==> src/hw/rtl/arpc_pkg.sv <==
// shared types and constants of the arp cache with pending queue
package arpc_pkg;

  // payload widths
  localparam int unsigned IP_W     = 32;
  localparam int unsigned MAC_W    = 48;
  localparam int unsigned HANDLE_W = 8;
  localparam int unsigned STAMP_W  = 16;
  localparam int unsigned AGE_W    = 8;

  // configuration port
  localparam int unsigned CFG_ADDR_W       = 3;
  localparam int unsigned CFG_DATA_W       = 32;
  localparam logic        AGE_LIMIT_IDX    = 1'b0;
  localparam logic [15:0] AGE_LIMIT_RESET  = 16'd300;

  // operation codes
  typedef enum logic [1:0] {
    OP_LEARN   = 2'd0,
    OP_RESOLVE = 2'd1,
    OP_TICK    = 2'd2,
    OP_NONE    = 2'd3
  } op_e;

  // result codes
  typedef enum logic [2:0] {
    KIND_HIT     = 3'd0,
    KIND_QUEUED  = 3'd1,
    KIND_DUP     = 3'd2,
    KIND_FULL    = 3'd3,
    KIND_REQUEST = 3'd4,
    KIND_RELEASE = 3'd5,
    KIND_TIMEOUT = 3'd6
  } kind_e;

  // sequencer states
  typedef enum logic [3:0] {
    ST_IDLE,
    ST_CRD,
    ST_CEV,
    ST_CDONE,
    ST_CWR,
    ST_WRD,
    ST_WEV,
    ST_WDONE,
    ST_EMIT
  } state_e;

  // purpose of a cache scan
  typedef enum logic [1:0] {
    CM_LEARN,
    CM_RESOLVE,
    CM_EXPIRE,
    CM_LOOKUP
  } cmode_e;

  // purpose of a pending queue scan
  typedef enum logic [1:0] {
    WM_RELEASE,
    WM_RESOLVE,
    WM_TIMEOUT,
    WM_ADVANCE
  } wmode_e;

  // one cache memory word
  typedef struct packed {
    logic [IP_W-1:0]    ip;
    logic [MAC_W-1:0]   mac;
    logic [STAMP_W-1:0] stamp;
  } cache_word_t;

  // one pending queue memory word
  typedef struct packed {
    logic [IP_W-1:0]     ip;
    logic [HANDLE_W-1:0] handle;
  } wait_word_t;

  // one buffered result
  typedef struct packed {
    kind_e               kind;
    logic [IP_W-1:0]     ip;
    logic [MAC_W-1:0]    mac;
    logic [HANDLE_W-1:0] handle;
  } res_t;

endpackage

==> src/hw/rtl/arpc_req_if.sv <==
// request channel: one operation per transaction
interface arpc_req_if
  import arpc_pkg::*;
();
  logic                valid;
  logic                ready;
  logic [1:0]          op;
  logic [IP_W-1:0]     ip;
  logic [MAC_W-1:0]    mac;
  logic [HANDLE_W-1:0] handle;

  modport source (output valid, op, ip, mac, handle, input ready);
  modport sink   (input valid, op, ip, mac, handle, output ready);
endinterface

==> src/hw/rtl/arpc_rsp_if.sv <==
// response channel: one result per transaction
interface arpc_rsp_if
  import arpc_pkg::*;
();
  logic                valid;
  logic                ready;
  logic [2:0]          kind;
  logic [IP_W-1:0]     out_ip;
  logic [MAC_W-1:0]    out_mac;
  logic [HANDLE_W-1:0] out_handle;
  logic                last;

  modport source (output valid, kind, out_ip, out_mac, out_handle, last, input ready);
  modport sink   (input valid, kind, out_ip, out_mac, out_handle, last, output ready);
endinterface

==> src/hw/rtl/arp_cache_with_pending_queue.sv <==
// arp cache with pending queue: sequencer, cache memory and pending queue memory
//
// usage: req_i carries learn, resolve and tick operations; rsp_o returns up to
// two results per operation, the final one flagged by last. age_limit is set
// through the apb port at byte address 0 and is to be written by the user only
// while the block is idle; the block itself does not enforce this.
// one operation at a time: req_i.ready is high only while the sequencer idles.
// each cache or queue entry visit is a memory read, then an evaluate step.
// resolve scans the cache and, on a miss, the queue; learn scans the cache,
// writes the entry, then scans the queue to release waiting packets and to find
// the next request; tick scans the cache to expire entries, then the queue,
// with a cache lookup scan per busy slot visited, then seeks the next request.
// results go through an output register; a stalled receiver holds it and the
// sequencer waits in its output state, new transactions are taken once all
// results of the current one are in or past the output register.
// reset empties cache and queue (valid and busy flags in flops), clears the
// tick counter and sets age_limit to 300; no memory clearing pass is needed.
module arp_cache_with_pending_queue
  import arpc_pkg::*;
#(
  parameter int unsigned CACHE_ENTRIES = 8,
  parameter int unsigned WAIT_SLOTS    = 4
) (
  input  logic                  clk_i,
  input  logic                  rst_ni,
  arpc_req_if.sink              req_i,
  arpc_rsp_if.source            rsp_o,
  input  logic                  psel,
  input  logic                  penable,
  input  logic                  pwrite,
  input  logic [CFG_ADDR_W-1:0] paddr,
  input  logic [CFG_DATA_W-1:0] pwdata,
  output logic [CFG_DATA_W-1:0] prdata,
  output logic                  pready
);

  localparam int unsigned CW = (CACHE_ENTRIES > 1) ? $clog2(CACHE_ENTRIES) : 1;
  localparam int unsigned WW = (WAIT_SLOTS > 1) ? $clog2(WAIT_SLOTS) : 1;

  // memories
  cache_word_t cache_mem [CACHE_ENTRIES];
  wait_word_t  wait_mem  [WAIT_SLOTS];
  cache_word_t cache_rd_q;
  wait_word_t  wait_rd_q;
  logic        cache_we;
  logic [CW-1:0] cache_wa;
  cache_word_t cache_wd;
  logic        wait_we;
  logic [WW-1:0] wait_wa;
  wait_word_t  wait_wd;

  // control state
  state_e state_q, state_d;
  logic [CACHE_ENTRIES-1:0] cvalid_q, cvalid_d;
  logic [WAIT_SLOTS-1:0]    busy_q, busy_d;
  logic [WW-1:0]            oldest_q, oldest_d;
  logic [STAMP_W-1:0]       now_q, now_d;
  logic [15:0]              limit_q;
  logic                     out_valid_q, out_valid_d;
  logic [1:0]               res_cnt_q, res_cnt_d;
  logic                     res_ptr_q, res_ptr_d;

  // operation and scan registers
  logic [IP_W-1:0]     ip_q, ip_d;
  logic [MAC_W-1:0]    mac_q, mac_d;
  logic [HANDLE_W-1:0] handle_q, handle_d;
  logic [CW-1:0]       idx_q, idx_d;
  logic [WW-1:0]       off_q, off_d;
  cmode_e              cmode_q, cmode_d;
  wmode_e              wmode_q, wmode_d;
  logic                hit_q, hit_d;
  logic [CW-1:0]       hidx_q, hidx_d;
  logic [MAC_W-1:0]    hmac_q, hmac_d;
  logic                free_q, free_d;
  logic [CW-1:0]       fidx_q, fidx_d;
  logic [AGE_W-1:0]    best_q, best_d;
  logic [CW-1:0]       eidx_q, eidx_d;
  logic                wfound_q, wfound_d;
  logic                wfree_q, wfree_d;
  logic [WW-1:0]       wslot_q, wslot_d;
  logic [IP_W-1:0]     key_q, key_d;
  logic [HANDLE_W-1:0] khandle_q, khandle_d;
  res_t                res_q [2];
  res_t                res_d [2];
  res_t                out_q, out_d;
  logic                out_last_q, out_last_d;

  // derived scan signals
  logic                in_acc;
  logic                out_free;
  logic                c_valid;
  logic                c_last;
  logic [STAMP_W-1:0]  c_age;
  logic [IP_W-1:0]     c_key;
  logic                c_match;
  logic [WW:0]         slot_sum;
  logic [WW-1:0]       slot;
  logic                w_busy;
  logic                w_match;
  logic                w_last;
  logic                no_busy;
  logic [CW-1:0]       victim;
  logic                emit_last;
  logic                cfg_wr;

  function automatic res_t mk_res(kind_e k, logic [IP_W-1:0] a, logic [MAC_W-1:0] m,
                                  logic [HANDLE_W-1:0] h);
    res_t r;
    r.kind   = k;
    r.ip     = a;
    r.mac    = m;
    r.handle = h;
    return r;
  endfunction

  // handshakes
  assign req_i.ready = (state_q == ST_IDLE);
  assign in_acc      = req_i.valid && req_i.ready;
  assign out_free    = !out_valid_q || rsp_o.ready;

  // cache entry under evaluation
  assign c_valid = cvalid_q[idx_q];
  assign c_last  = (idx_q == CW'(CACHE_ENTRIES - 1));
  assign c_age   = now_q - cache_rd_q.stamp;
  assign c_key   = (cmode_q == CM_LOOKUP) ? key_q : ip_q;
  assign c_match = c_valid && (cache_rd_q.ip == c_key);

  // queue slot under evaluation, counted from the oldest slot
  assign slot_sum = {1'b0, oldest_q} + {1'b0, off_q};
  assign slot     = (slot_sum >= (WW+1)'(WAIT_SLOTS)) ?
                    WW'(slot_sum - (WW+1)'(WAIT_SLOTS)) : WW'(slot_sum);
  assign w_busy   = busy_q[slot];
  assign w_match  = w_busy && (wait_rd_q.ip == ip_q);
  assign w_last   = (off_q == WW'(WAIT_SLOTS - 1));
  assign no_busy  = ~|busy_q;

  // learn target: matching entry, else first free, else oldest by the low AGE_W age bits
  assign victim    = hit_q ? hidx_q : (free_q ? fidx_q : eidx_q);
  assign emit_last = ({1'b0, res_ptr_q} == (res_cnt_q - 2'd1));

  // configuration port
  assign cfg_wr = psel && penable && pwrite && (paddr[CFG_ADDR_W-1:2] == AGE_LIMIT_IDX);
  assign pready = 1'b1;
  assign prdata = (paddr[CFG_ADDR_W-1:2] == AGE_LIMIT_IDX) ?
                  {{(CFG_DATA_W-16){1'b0}}, limit_q} : '0;

  // response port
  assign rsp_o.valid      = out_valid_q;
  assign rsp_o.kind       = out_q.kind;
  assign rsp_o.out_ip     = out_q.ip;
  assign rsp_o.out_mac    = out_q.mac;
  assign rsp_o.out_handle = out_q.handle;
  assign rsp_o.last       = out_last_q;

  // next state
  always_comb begin
    state_d = state_q;
    unique case (state_q)
      ST_IDLE: begin
        if (in_acc && (op_e'(req_i.op) != OP_NONE)) state_d = ST_CRD;
      end
      ST_CRD:  state_d = ST_CEV;
      ST_CEV:  state_d = c_last ? ST_CDONE : ST_CRD;
      ST_CDONE: begin
        unique case (cmode_q)
          CM_LEARN:   state_d = ST_CWR;
          CM_RESOLVE: state_d = hit_q ? ST_EMIT : ST_WRD;
          CM_EXPIRE:  state_d = ST_WRD;
          CM_LOOKUP:  state_d = (hit_q && w_last) ? ST_EMIT : ST_WRD;
          default:    state_d = ST_IDLE;
        endcase
      end
      ST_CWR:  state_d = ST_WRD;
      ST_WRD:  state_d = ST_WEV;
      ST_WEV: begin
        unique case (wmode_q)
          WM_RELEASE: state_d = ST_WRD;
          WM_RESOLVE: state_d = w_match ? ST_EMIT : (w_last ? ST_WDONE : ST_WRD);
          WM_TIMEOUT: state_d = w_busy ? ST_CRD : (w_last ? ST_EMIT : ST_WRD);
          WM_ADVANCE: state_d = (w_busy || w_last) ? ST_EMIT : ST_WRD;
          default:    state_d = ST_IDLE;
        endcase
      end
      ST_WDONE: state_d = ST_EMIT;
      ST_EMIT: begin
        if (res_cnt_q == 2'd0) begin
          state_d = ST_IDLE;
        end else if (out_free && emit_last) begin
          state_d = ST_IDLE;
        end
      end
      default: state_d = ST_IDLE;
    endcase
  end

  // datapath and memory control
  always_comb begin
    cvalid_d    = cvalid_q;
    busy_d      = busy_q;
    oldest_d    = oldest_q;
    now_d       = now_q;
    out_valid_d = out_valid_q;
    res_cnt_d   = res_cnt_q;
    res_ptr_d   = res_ptr_q;
    ip_d        = ip_q;
    mac_d       = mac_q;
    handle_d    = handle_q;
    idx_d       = idx_q;
    off_d       = off_q;
    cmode_d     = cmode_q;
    wmode_d     = wmode_q;
    hit_d       = hit_q;
    hidx_d      = hidx_q;
    hmac_d      = hmac_q;
    free_d      = free_q;
    fidx_d      = fidx_q;
    best_d      = best_q;
    eidx_d      = eidx_q;
    wfound_d    = wfound_q;
    wfree_d     = wfree_q;
    wslot_d     = wslot_q;
    key_d       = key_q;
    khandle_d   = khandle_q;
    res_d       = res_q;
    out_d       = out_q;
    out_last_d  = out_last_q;
    cache_we    = 1'b0;
    cache_wa    = victim;
    cache_wd    = '{ip: ip_q, mac: mac_q, stamp: now_q};
    wait_we     = 1'b0;
    wait_wa     = wslot_q;
    wait_wd     = '{ip: ip_q, handle: handle_q};

    // output register drains whenever taken
    if (out_valid_q && rsp_o.ready) out_valid_d = 1'b0;

    unique case (state_q)
      // latch the transaction and start the cache scan
      ST_IDLE: begin
        if (in_acc) begin
          ip_d      = req_i.ip;
          mac_d     = req_i.mac;
          handle_d  = req_i.handle;
          idx_d     = '0;
          off_d     = '0;
          res_cnt_d = 2'd0;
          res_ptr_d = 1'b0;
          hit_d     = 1'b0;
          free_d    = 1'b0;
          best_d    = '0;
          eidx_d    = '0;
          hidx_d    = '0;
          fidx_d    = '0;
          wfound_d  = 1'b0;
          wfree_d   = 1'b0;
          unique case (op_e'(req_i.op))
            OP_LEARN:   cmode_d = CM_LEARN;
            OP_RESOLVE: cmode_d = CM_RESOLVE;
            OP_TICK: begin
              cmode_d = CM_EXPIRE;
              now_d   = now_q + 16'd1;
            end
            default:    cmode_d = cmode_q;
          endcase
        end
      end
      ST_CRD: ;
      // evaluate one cache entry
      ST_CEV: begin
        unique case (cmode_q)
          CM_LEARN: begin
            if (c_match && !hit_q) begin
              hit_d  = 1'b1;
              hidx_d = idx_q;
            end
            if (!c_valid && !free_q) begin
              free_d = 1'b1;
              fidx_d = idx_q;
            end
            if (c_age[AGE_W-1:0] > best_q) begin
              best_d = c_age[AGE_W-1:0];
              eidx_d = idx_q;
            end
          end
          CM_RESOLVE: begin
            if (c_match && !hit_q) begin
              hit_d  = 1'b1;
              hmac_d = cache_rd_q.mac;
            end
          end
          CM_EXPIRE: begin
            if (c_valid && (c_age >= limit_q)) cvalid_d[idx_q] = 1'b0;
          end
          CM_LOOKUP: begin
            if (c_match) hit_d = 1'b1;
          end
          default: ;
        endcase
        if (!c_last) idx_d = idx_q + CW'(1);
      end
      // act on the finished cache scan
      ST_CDONE: begin
        unique case (cmode_q)
          CM_LEARN: ;
          CM_RESOLVE: begin
            if (hit_q) begin
              res_d[0]  = mk_res(KIND_HIT, ip_q, hmac_q, '0);
              res_cnt_d = 2'd1;
            end else begin
              off_d   = '0;
              wmode_d = WM_RESOLVE;
            end
          end
          CM_EXPIRE: begin
            off_d   = '0;
            wmode_d = WM_TIMEOUT;
          end
          CM_LOOKUP: begin
            if (hit_q) begin
              if (!w_last) off_d = off_q + WW'(1);
            end else begin
              busy_d[wslot_q] = 1'b0;
              res_d[res_cnt_q[0]] = mk_res(KIND_TIMEOUT, key_q, '0, khandle_q);
              res_cnt_d = res_cnt_q + 2'd1;
              off_d     = '0;
              wmode_d   = WM_ADVANCE;
            end
          end
          default: ;
        endcase
      end
      // store the learned mapping
      ST_CWR: begin
        cache_we         = 1'b1;
        cvalid_d[victim] = 1'b1;
        off_d            = '0;
        wmode_d          = WM_RELEASE;
      end
      ST_WRD: ;
      // evaluate one queue slot
      ST_WEV: begin
        unique case (wmode_q)
          WM_RELEASE: begin
            if (w_match) begin
              if (!wfound_q) begin
                res_d[res_cnt_q[0]] = mk_res(KIND_RELEASE, ip_q, mac_q, wait_rd_q.handle);
                res_cnt_d = res_cnt_q + 2'd1;
                wfound_d  = 1'b1;
              end
              busy_d[slot] = 1'b0;
            end
            if (w_last) begin
              off_d   = '0;
              wmode_d = WM_ADVANCE;
            end else begin
              off_d = off_q + WW'(1);
            end
          end
          WM_RESOLVE: begin
            if (w_match) begin
              res_d[0]  = mk_res(KIND_DUP, ip_q, '0, handle_q);
              res_cnt_d = 2'd1;
            end else begin
              if (!w_busy && !wfree_q) begin
                wfree_d = 1'b1;
                wslot_d = slot;
              end
              if (!w_last) off_d = off_q + WW'(1);
            end
          end
          WM_TIMEOUT: begin
            if (w_busy) begin
              key_d     = wait_rd_q.ip;
              khandle_d = wait_rd_q.handle;
              wslot_d   = slot;
              idx_d     = '0;
              hit_d     = 1'b0;
              cmode_d   = CM_LOOKUP;
            end else if (!w_last) begin
              off_d = off_q + WW'(1);
            end
          end
          WM_ADVANCE: begin
            if (w_busy) begin
              res_d[res_cnt_q[0]] = mk_res(KIND_REQUEST, wait_rd_q.ip, '0, '0);
              res_cnt_d = res_cnt_q + 2'd1;
              oldest_d  = slot;
            end else if (w_last) begin
              oldest_d = '0;
            end else begin
              off_d = off_q + WW'(1);
            end
          end
          default: ;
        endcase
      end
      // queue the handle or drop it
      ST_WDONE: begin
        if (wfree_q) begin
          wait_we         = 1'b1;
          busy_d[wslot_q] = 1'b1;
          res_d[0]        = mk_res(KIND_QUEUED, ip_q, '0, handle_q);
          if (no_busy) begin
            res_d[1]  = mk_res(KIND_REQUEST, ip_q, '0, '0);
            res_cnt_d = 2'd2;
            oldest_d  = wslot_q;
          end else begin
            res_cnt_d = 2'd1;
          end
        end else begin
          res_d[0]  = mk_res(KIND_FULL, ip_q, '0, handle_q);
          res_cnt_d = 2'd1;
        end
      end
      // hand results to the output register
      ST_EMIT: begin
        if ((res_cnt_q != 2'd0) && out_free) begin
          out_d       = res_q[res_ptr_q];
          out_last_d  = emit_last;
          out_valid_d = 1'b1;
          res_ptr_d   = res_ptr_q + 1'b1;
        end
      end
      default: ;
    endcase
  end

  // memories with registered read
  always_ff @(posedge clk_i) begin
    if (cache_we) cache_mem[cache_wa] <= cache_wd;
    cache_rd_q <= cache_mem[idx_q];
  end

  always_ff @(posedge clk_i) begin
    if (wait_we) wait_mem[wait_wa] <= wait_wd;
    wait_rd_q <= wait_mem[slot];
  end

  // control registers
  always_ff @(posedge clk_i or negedge rst_ni) begin
    if (!rst_ni) begin
      state_q     <= ST_IDLE;
      cvalid_q    <= '0;
      busy_q      <= '0;
      oldest_q    <= '0;
      now_q       <= '0;
      limit_q     <= AGE_LIMIT_RESET;
      out_valid_q <= 1'b0;
      res_cnt_q   <= 2'd0;
      res_ptr_q   <= 1'b0;
    end else begin
      state_q     <= state_d;
      cvalid_q    <= cvalid_d;
      busy_q      <= busy_d;
      oldest_q    <= oldest_d;
      now_q       <= now_d;
      out_valid_q <= out_valid_d;
      res_cnt_q   <= res_cnt_d;
      res_ptr_q   <= res_ptr_d;
      if (cfg_wr) limit_q <= pwdata[15:0];
    end
  end

  // payload and scan registers
  always_ff @(posedge clk_i) begin
    ip_q       <= ip_d;
    mac_q      <= mac_d;
    handle_q   <= handle_d;
    idx_q      <= idx_d;
    off_q      <= off_d;
    cmode_q    <= cmode_d;
    wmode_q    <= wmode_d;
    hit_q      <= hit_d;
    hidx_q     <= hidx_d;
    hmac_q     <= hmac_d;
    free_q     <= free_d;
    fidx_q     <= fidx_d;
    best_q     <= best_d;
    eidx_q     <= eidx_d;
    wfound_q   <= wfound_d;
    wfree_q    <= wfree_d;
    wslot_q    <= wslot_d;
    key_q      <= key_d;
    khandle_q  <= khandle_d;
    res_q      <= res_d;
    out_q      <= out_d;
    out_last_q <= out_last_d;
  end

endmodule

==> src/flat_wrapper.sv <==
// flat-port wrapper written by rule: the top's interface ports become plain ports
module arp_cache_with_pending_queue_flat import arpc_pkg::*;
#(
  parameter int unsigned CACHE_ENTRIES = 8,
  parameter int unsigned WAIT_SLOTS    = 4
)
  (clk_i, rst_ni, psel, penable, pwrite, paddr, pwdata, prdata, pready, req_i_valid, req_i_op, req_i_ip, req_i_mac, req_i_handle, req_i_ready, rsp_o_valid, rsp_o_kind, rsp_o_out_ip, rsp_o_out_mac, rsp_o_out_handle, rsp_o_last, rsp_o_ready);
  arpc_req_if req_i_i ();
  arpc_rsp_if rsp_o_i ();
  input  logic clk_i;
  input  logic rst_ni;
  input  logic psel;
  input  logic penable;
  input  logic pwrite;
  input  logic [CFG_ADDR_W-1:0] paddr;
  input  logic [CFG_DATA_W-1:0] pwdata;
  output logic [CFG_DATA_W-1:0] prdata;
  output logic pready;
  input wire logic [$bits(req_i_i.valid)-1:0] req_i_valid;
  input wire logic [$bits(req_i_i.op)-1:0] req_i_op;
  input wire logic [$bits(req_i_i.ip)-1:0] req_i_ip;
  input wire logic [$bits(req_i_i.mac)-1:0] req_i_mac;
  input wire logic [$bits(req_i_i.handle)-1:0] req_i_handle;
  output wire logic [$bits(req_i_i.ready)-1:0] req_i_ready;
  output wire logic [$bits(rsp_o_i.valid)-1:0] rsp_o_valid;
  output wire logic [$bits(rsp_o_i.kind)-1:0] rsp_o_kind;
  output wire logic [$bits(rsp_o_i.out_ip)-1:0] rsp_o_out_ip;
  output wire logic [$bits(rsp_o_i.out_mac)-1:0] rsp_o_out_mac;
  output wire logic [$bits(rsp_o_i.out_handle)-1:0] rsp_o_out_handle;
  output wire logic [$bits(rsp_o_i.last)-1:0] rsp_o_last;
  input wire logic [$bits(rsp_o_i.ready)-1:0] rsp_o_ready;
  assign req_i_i.valid = req_i_valid;
  assign req_i_i.op = req_i_op;
  assign req_i_i.ip = req_i_ip;
  assign req_i_i.mac = req_i_mac;
  assign req_i_i.handle = req_i_handle;
  assign req_i_ready = req_i_i.ready;
  assign rsp_o_valid = rsp_o_i.valid;
  assign rsp_o_kind = rsp_o_i.kind;
  assign rsp_o_out_ip = rsp_o_i.out_ip;
  assign rsp_o_out_mac = rsp_o_i.out_mac;
  assign rsp_o_out_handle = rsp_o_i.out_handle;
  assign rsp_o_last = rsp_o_i.last;
  assign rsp_o_i.ready = rsp_o_ready;
  arp_cache_with_pending_queue #(.CACHE_ENTRIES(CACHE_ENTRIES), .WAIT_SLOTS(WAIT_SLOTS)) u_core (.clk_i(clk_i), .rst_ni(rst_ni), .req_i(req_i_i), .rsp_o(rsp_o_i), .psel(psel), .penable(penable), .pwrite(pwrite), .paddr(paddr), .pwdata(pwdata), .prdata(prdata), .pready(pready));
endmodule
==> config.mk <==
export PLATFORM = sky130hd
export DESIGN_NAME = arp_cache_with_pending_queue_flat
export DESIGN_NICKNAME = d
export VERILOG_FILES = /design/src/hw/rtl/arpc_pkg.sv /design/src/hw/rtl/arpc_req_if.sv /design/src/hw/rtl/arpc_rsp_if.sv /design/src/hw/rtl/arp_cache_with_pending_queue.sv /design/src/flat_wrapper.sv
export SDC_FILE = /design/constraint.sdc
export NUM_CORES = 2
export LEC_CHECK = 0
export BUFFER_PORTS_ARGS = -buffer_cell sky130_fd_sc_hd__buf_2
export CAP_MARGIN = 40
export CORE_MARGIN = 5
export CORE_UTILIZATION = 50
export CTS_CLUSTER_DIAMETER = 50
export CTS_CLUSTER_SIZE = 28
export DETAILED_ROUTE_END_ITERATION = 10
export PLACE_DENSITY = 0.63
export SYNTH_ARGS = -nofsm -noshare
export SYNTH_HDL_FRONTEND = slang
export SYNTH_SLANG_ARGS = --single-unit
==> constraint.sdc <==
create_clock -name clk_i -period 19.9 [get_ports clk_i]
set_input_delay 2.985 -clock clk_i [delete_from_list [all_inputs] [get_ports clk_i]]
set_output_delay 2.985 -clock clk_i [all_outputs]
set_load 0.005 [all_outputs]
== After elaboration in Yosys (flattened, before gate mapping) ==
Memory sizes are Yosys's and may differ from the RTL's. A register that Yosys moved wholly into a read port is not among the register bits.
Index checks and enable logic that the tools add are counted.

* Output and inout bits: 127
* Register bits after elaboration: 536
* Bits of input ports: 132
* Bits in read-only memories: 0
* Latch bits: 0
* Memories: 2
* Memory bits (writable): 928

{| class="wikitable"
|+ Memory list
! memory !! depth !! bits a word !! read ports !! clocked after memory_dff !! wr ports !! RTL line !! text
|-
| u_core.cache_mem || 8 || 96 || 1 || 1 || 1 || arp_cache_with_pending_queue.sv:41 || <nowiki>cache_word_t cache_mem [CACHE_ENTRIES];</nowiki>
|-
| u_core.wait_mem || 4 || 40 || 1 || 1 || 1 || arp_cache_with_pending_queue.sv:42 || <nowiki>wait_word_t wait_mem [WAIT_SLOTS];</nowiki>
|}

* Div/mod/pow operators: 0
* Bitwise operators: 11
* Order comparisons: 14
* Eq/ne operators: 67
* Shift operators: 0
* Reductions and logical operators: 72
* $mul: 0
* $add $sub $neg: 9
* Muxes and demuxes: 151

{| class="wikitable"
|+ Operators with widths
! cell !! count
|-
| two-way mux 91 bit || 9
|-
| two-way mux 182 bit || 4
|-
| bitwise mux 182 bit || 3
|-
| case mux 182 bit (3 select lines) || 1
|-
| case mux 91 bit (2 select lines) || 2
|-
| case mux 91 bit (3 select lines) || 1
|-
| demux 91 bit (select 1 bit) || 1
|-
| two-way mux 90 bit || 1
|-
| two-way mux 2 bit || 33
|-
| equality test 32 bit || 2
|-
| two-way mux 4 bit || 14
|-
| two-way mux 8 bit || 5
|-
| two-way mux 3 bit || 12
|-
| case mux 2 bit (3 select lines) || 6
|-
| case mux 4 bit (9 select lines) || 1
|-
| inequality test 2 x 1 -> 1 bit (second input constant) || 17
|-
| two-way mux 32 bit || 1
|-
| case mux 4 bit (4 select lines) || 2
|-
| case mux 8 bit (2 select lines) || 2
|-
| two-way mux 1 bit || 29
|-
| AND reduction 5 bit || 5
|-
| inequality test 3 x 2 -> 1 bit (second input constant) || 7
|-
| logical AND 1 bit || 20
|-
| inequality test 2 bit (second input constant) || 10
|-
| other kinds (65) || 136
|}

== Longest topological paths before layout ==
* Depth after elaboration: 12
* Depth in mapped cells: 18

== Worst setup path before layout ==
OpenSTA, ideal clock, no wires.

* Path type: register to register
* Start point: register u_core.off_q[0]
* End point: register u_core.res_cnt_q[1]
* Path slack: 7.763 ns
* Cell stages (with the launch flop): 11
* Library setup time: 0.121 ns
* Arrival time: 12.016 ns
* Cell sequence: edfxtp_1 ha_1 xnor2_1 xnor2_1 inv_2 mux4_2 and3_1 clkbuf_1 a211oi_1 a2111oi_0 a22o_1

* Longest elaborated chain between the ends: 8
* Elaborated cells on any way between the ends: 11
* Classes of those cells: add/sub (2); order compare (1); eq/ne (3); mux (3); reduce/logical (2)

{| class="wikitable"
|+ RTL lines
! what !! RTL line !! text
|-
| from (decl) || arp_cache_with_pending_queue.sv:68 || <nowiki>logic [WW-1:0] off_q, off_d;</nowiki>
|-
| from (signal assigned) || arp_cache_with_pending_queue.sv:470 || <nowiki>off_q <= off_d;</nowiki>
|-
| adder 2 x 2 -> 3 bit (*) || arp_cache_with_pending_queue.sv:129 || <nowiki>assign slot_sum = {1'b0, oldest_q} + {1'b0, off_q};</nowiki>
|-
| >= comparator 3 bit or subtractor 2 x 1 -> 2 bit (tied branches) || arp_cache_with_pending_queue.sv:130, arp_cache_with_pending_queue.sv:131 ||
|-
| two-way mux 2 bit (*) || arp_cache_with_pending_queue.sv:130 || <nowiki>assign slot = (slot_sum >= (WW+1)'(WAIT_SLOTS)) ?</nowiki>
|-
| binary-select mux 1 bit (select 2 bit) (*) || arp_cache_with_pending_queue.sv:132 || <nowiki>assign w_busy = busy_q[slot];</nowiki>
|-
| two-way mux 1 bit (implied by the code) (*) || arp_cache_with_pending_queue.sv:132 ||
|-
| logical AND 1 bit || arp_cache_with_pending_queue.sv:133 || <nowiki>assign w_match = w_busy && (wait_rd_q.ip == ip_q);</nowiki>
|-
| inequality test 3 x 2 -> 1 bit (no line) || -- ||
|-
| AND reduction 10 bit (no line) (*) || -- ||
|-
| to (signal assigned) || arp_cache_with_pending_queue.sv:458 || <nowiki>res_cnt_q <= res_cnt_d;</nowiki>
|-
| to (decl) || arp_cache_with_pending_queue.sv:60 || <nowiki>logic [1:0] res_cnt_q, res_cnt_d;</nowiki>
|}

Mark *: on every way between the ends. The rest lies on a longest branch, timed or not. The select of a mux whose other input is x is not followed.
A chain may end at the register's enable or synchronous reset.

== Final worst setup path ==
* Start point: input paddr[2]
* End point: output prdata[7]

* Longest elaborated chain between the ends: 1

{| class="wikitable"
|+ RTL lines
! what !! RTL line !! text
|-
| from (decl) || flat_wrapper.sv:15 || <nowiki>input logic [CFG_ADDR_W-1:0] paddr;</nowiki>
|-
| two-way mux 16 bit || arp_cache_with_pending_queue.sv:144 || <nowiki>assign prdata = (paddr[CFG_ADDR_W-1:2] == AGE_LIMIT_IDX) ?</nowiki>
|-
| to (decl) || flat_wrapper.sv:17 || <nowiki>output logic [CFG_DATA_W-1:0] prdata;</nowiki>
|}

Every way passes these cells.

==> results.md <==
- Status: complete, no violations
- Crit path kind: input port to primary output
- Hold path startpoint: u_core.cache_rd_q[54]
- CTS hold repair buffers: 0
- H-tree Lvls: 4
- CP cell instances: buf_2, nor2_1, buf_2
- # resized after CTS: 0
- Nets: between 4,000 and 5,000
- Die area: between 100,000 and 150,000 um2
- Slew @ Worst Pin: about 0.95 ns
- GR Overflow Total: 0
- Async SR Flop Fraction: between 3 and 4%
- Synth Area per Inst: roughly 17 um2
- Clock latency on the worst-skew pair: approximately 0.76 ns
- Total power: between 10 and 15 mW
- Final antenna diode count: 0
- Commonest cells in the netlist: edfxtp_1 (1,410), a22oi_1 (386), clkbuf_1 (207), dfxtp_1 (136), inv_1 (131)
- Boundary Pins: 259
- Worst R2R Path Depth: 16
- HPWL Detailed: roughly 90 mm
- Top cell type's share of synthesized area: a little under 70%
- Synth-to-Final Area Change: 14.5%
- Peak supply drop: around 0.000099 V
- Largest net degree at the start of global routing: 55
- First-pass detailed-route iteration total: 9
- CTS buffer count: ~140
- Post-synthesis sequential area ratio: between 70% and 80%
- Port Buffer Count: roughly 220
- Period utilization: approximately a third
- Achievable frequency: ~0.16 GHz
- Crit path buf inv count: 2
- Worst Hold End: u_core.hmac_q[38]
- Total of max-cap violations: 0
- Die Ht: ~360 um
- Final Critical Period: around 6.4 ns
- Max-slew violations: 0
- Reg2Reg Setup Slack: between 15 and 20 ns
- Worst Skew: 0.0434 ns
- Clock sink count: about 1,600
- DRC: 0
- Initial antenna violation count: 4
- Synthesized area: 61,000 um2
- GR peak layer: met2
- Most frequent cell after synthesis: edfxtp_1
- Critical Path Fanout Max: 17
- Post-Synthesis Cells: 3,672
- Gp weighted congestion: 0.861
- Crit. End Element: primary output
- Grt met2 use: between 30% and 40%
- Synthesis-stage register bit count: roughly 1,600
- Total routing usage reported by global routing: a little under a quarter
- Clock Tree Root: clkbuf_16
- Vias post-DR: between 30,000 and 40,000
- Main synth FF type: edfxtp_1
- Final hold violations: 0
- Global-route wire length before repair: 230 mm
- CP peak stage delay: about 0.25 ns
- Crit path top cell by count: buf_2
- Area leader, netlist: edfxtp_1
- Met3 Use GR: under 10%
- Setup TNS: 0 ns
- Fill cell count: approximately 9,000
- Global Route met1 Usage: 33.0%
- Clock tree buffer depth: 3
- Startpoint Class: input port
- CTS tree: yes
- Post CTS Setup Buffer Count: 0
- Starting Density: around 50%
- CTS clk-pin slew, worst paths: 0.08 ns
- Antenna viol nets, final: 0
- Reg2reg start: u_core.now_q[1]
- Yosys warns: 0
- Die W: between 300 and 400 um
- R2R Path End: u_core.cvalid_q[6]
- Synth unique cells: 74
- RSZ-0062 raised after global routing: false
- Post-synth EDFFs: around 1,400
- # setup viols final: 0
- Hold-critical path depth: 0
- Pwr Density: 143 nW/um2
- Num rows: 128
- Total core area: 122,000 um2
- Leading post-synthesis cells by cell area: edfxtp_1 (69%), a22oi_1 (4.8%), dfxtp_1 (4.5%)
- Worst min-delay path class: flop to flop
- CP Data Required Time: 16.91 ns
- Cell family with most CP delay: buffers and inverters
- Static leakage: 23.7 nW
- DR WL/cell: ~28 um
- Crit-path slowest cell: buf_2
- Worst EP arrival: roughly 3.5 ns
- Total Wirelength: between 150 and 200 mm
- First DRT Iteration DRCs: roughly 4,400
- Layout cells sized above 1: about a fifth
- Vias in the first global route: 34,800
- Slew headroom: between 30% and 40%
- Vias/cell: 6.27
## worst max-delay path by stage
stage	startpoint	to	slack, ns	cells after the start
3_5_place_dp	paddr[2]	prdata[7]	13.46	3
2_1_floorplan	u_core.off_q[0]	u_core.res_cnt_q[1]	7.76	10
5_1_grt	paddr[2]	prdata[0]	13.41	3
6_report	paddr[2]	prdata[7]	13.47	3
3_3_place_gp	paddr[2]	prdata[7]	13.47	3
4_1_cts	paddr[2]	prdata[7]	13.46	3
## cells by family after synthesis
kind of cell	count (synthesis)	synth area share, %
buffers and inverters	391	2.51
xor gates and xnor gates	89	1.28
DFF	1600	76.1
adders and majority gates	52	1.08
and+or+nand+nor	472	4.02
AOI/OAI and AO/OA	883	10.9
other	2	0.0123
muxes	183	4.11
## report_power, final
part / total [mW] / switching [mW] / internal [mW]
sequential: 4.64 / 0.348 / 4.29
combinational: 2.46 / 1.53 / 0.927
clock: 2.92 / 1.32 / 1.60
total: 10.0 / 3.20 / 6.82
## sequential cells by signal, summed over array words and instances, names as in the netlist, 16 cells and up, named ones only
| name | cells |
|---|---|
| u_core.cache_mem | 768 |
| u_core.cache_rd_q | 96 |
| u_core.hmac_q | 48 |
| u_core.ip_q | 32 |
| u_core.key_q | 32 |
| u_core.limit_q | 16 |
| u_core.mac_q | 48 |
| u_core.now_q | 16 |
| u_core.res_q | 110 |
| u_core.rsp_o.out_ip | 32 |
| u_core.rsp_o.out_mac | 48 |
| u_core.wait_mem | 160 |
| u_core.wait_rd_q | 40 |
## metal layers
metal	part of all wire [%]	vias up
met4	3.0	2
met1	41	18200
met2	48	1692
met5	0.0045	-
met3	8.0	293
li1	-	15300
## area by class of cell
| type | count | area [um2] | share of cell area (%) |
|---|---|---|---|
| flip-flops and latches | 1600 | 46400 | 66.5 |
| multi-input cells | 1696 | 13300 | 19.1 |
| clock buffers | 161 | 3760 | 5.39 |
| repair buffers | 349 | 2520 | 3.61 |
| well taps | 1625 | 2030 | 2.91 |
| clock inverters | 95 | 1230 | 1.77 |
| inverters | 134 | 508 | 0.728 |
## placed cells by master, fill, tap and decap left out, types with 13 or more instances in the layout
| cell type | n |
|---|---|
| bufinv_16 | 14 |
| nor2b_1 | 16 |
| a21oi_1 | 86 |
| inv_1 | 129 |
| a221o_1 | 51 |
| mux2i_1 | 29 |
| dfxtp_1 | 136 |
| buf_4 | 97 |
| inv_6 | 22 |
| nand3_1 | 49 |
| a22oi_1 | 386 |
| nand2_1 | 102 |
| dfrtp_1 | 48 |
| buf_16 | 16 |
| nor2_4 | 15 |
| o221ai_1 | 58 |
| clkinv_8 | 13 |
| mux2_2 | 111 |
| nand4_1 | 114 |
| o21ai_0 | 64 |
| o22ai_1 | 57 |
| buf_2 | 223 |
| xor2_1 | 20 |
| clkbuf_16 | 146 |
| nor2_1 | 72 |
| edfxtp_1 | 1410 |
| a222oi_1 | 56 |
| xnor2_1 | 69 |
| mux4_2 | 43 |
| conb_1 | 17 |
| ha_1 | 50 |
| and3_1 | 13 |
| a22o_1 | 50 |
## stage by stage
step / worst slack (ns) / utilization, % / std cells / area, um2 / hold slack (ns)
6_report: 13.47 / 57.4 / 5660 / 69800 / 0.402
5_1_grt: 13.41 / 57.4 / 5660 / 69800 / 0.402
4_1_cts: 13.46 / 57.4 / 5660 / 69800 / 0.405
3_5_place_dp: 13.46 / 53.3 / 5404 / 64800 / 0.389
3_3_place_gp: 13.47 / 52.8 / 5374 / 64100 / 0.387
2_1_floorplan: 7.76 / - / 3687 / 61000 / 0.386
Power figures use the tool's default switching activity.
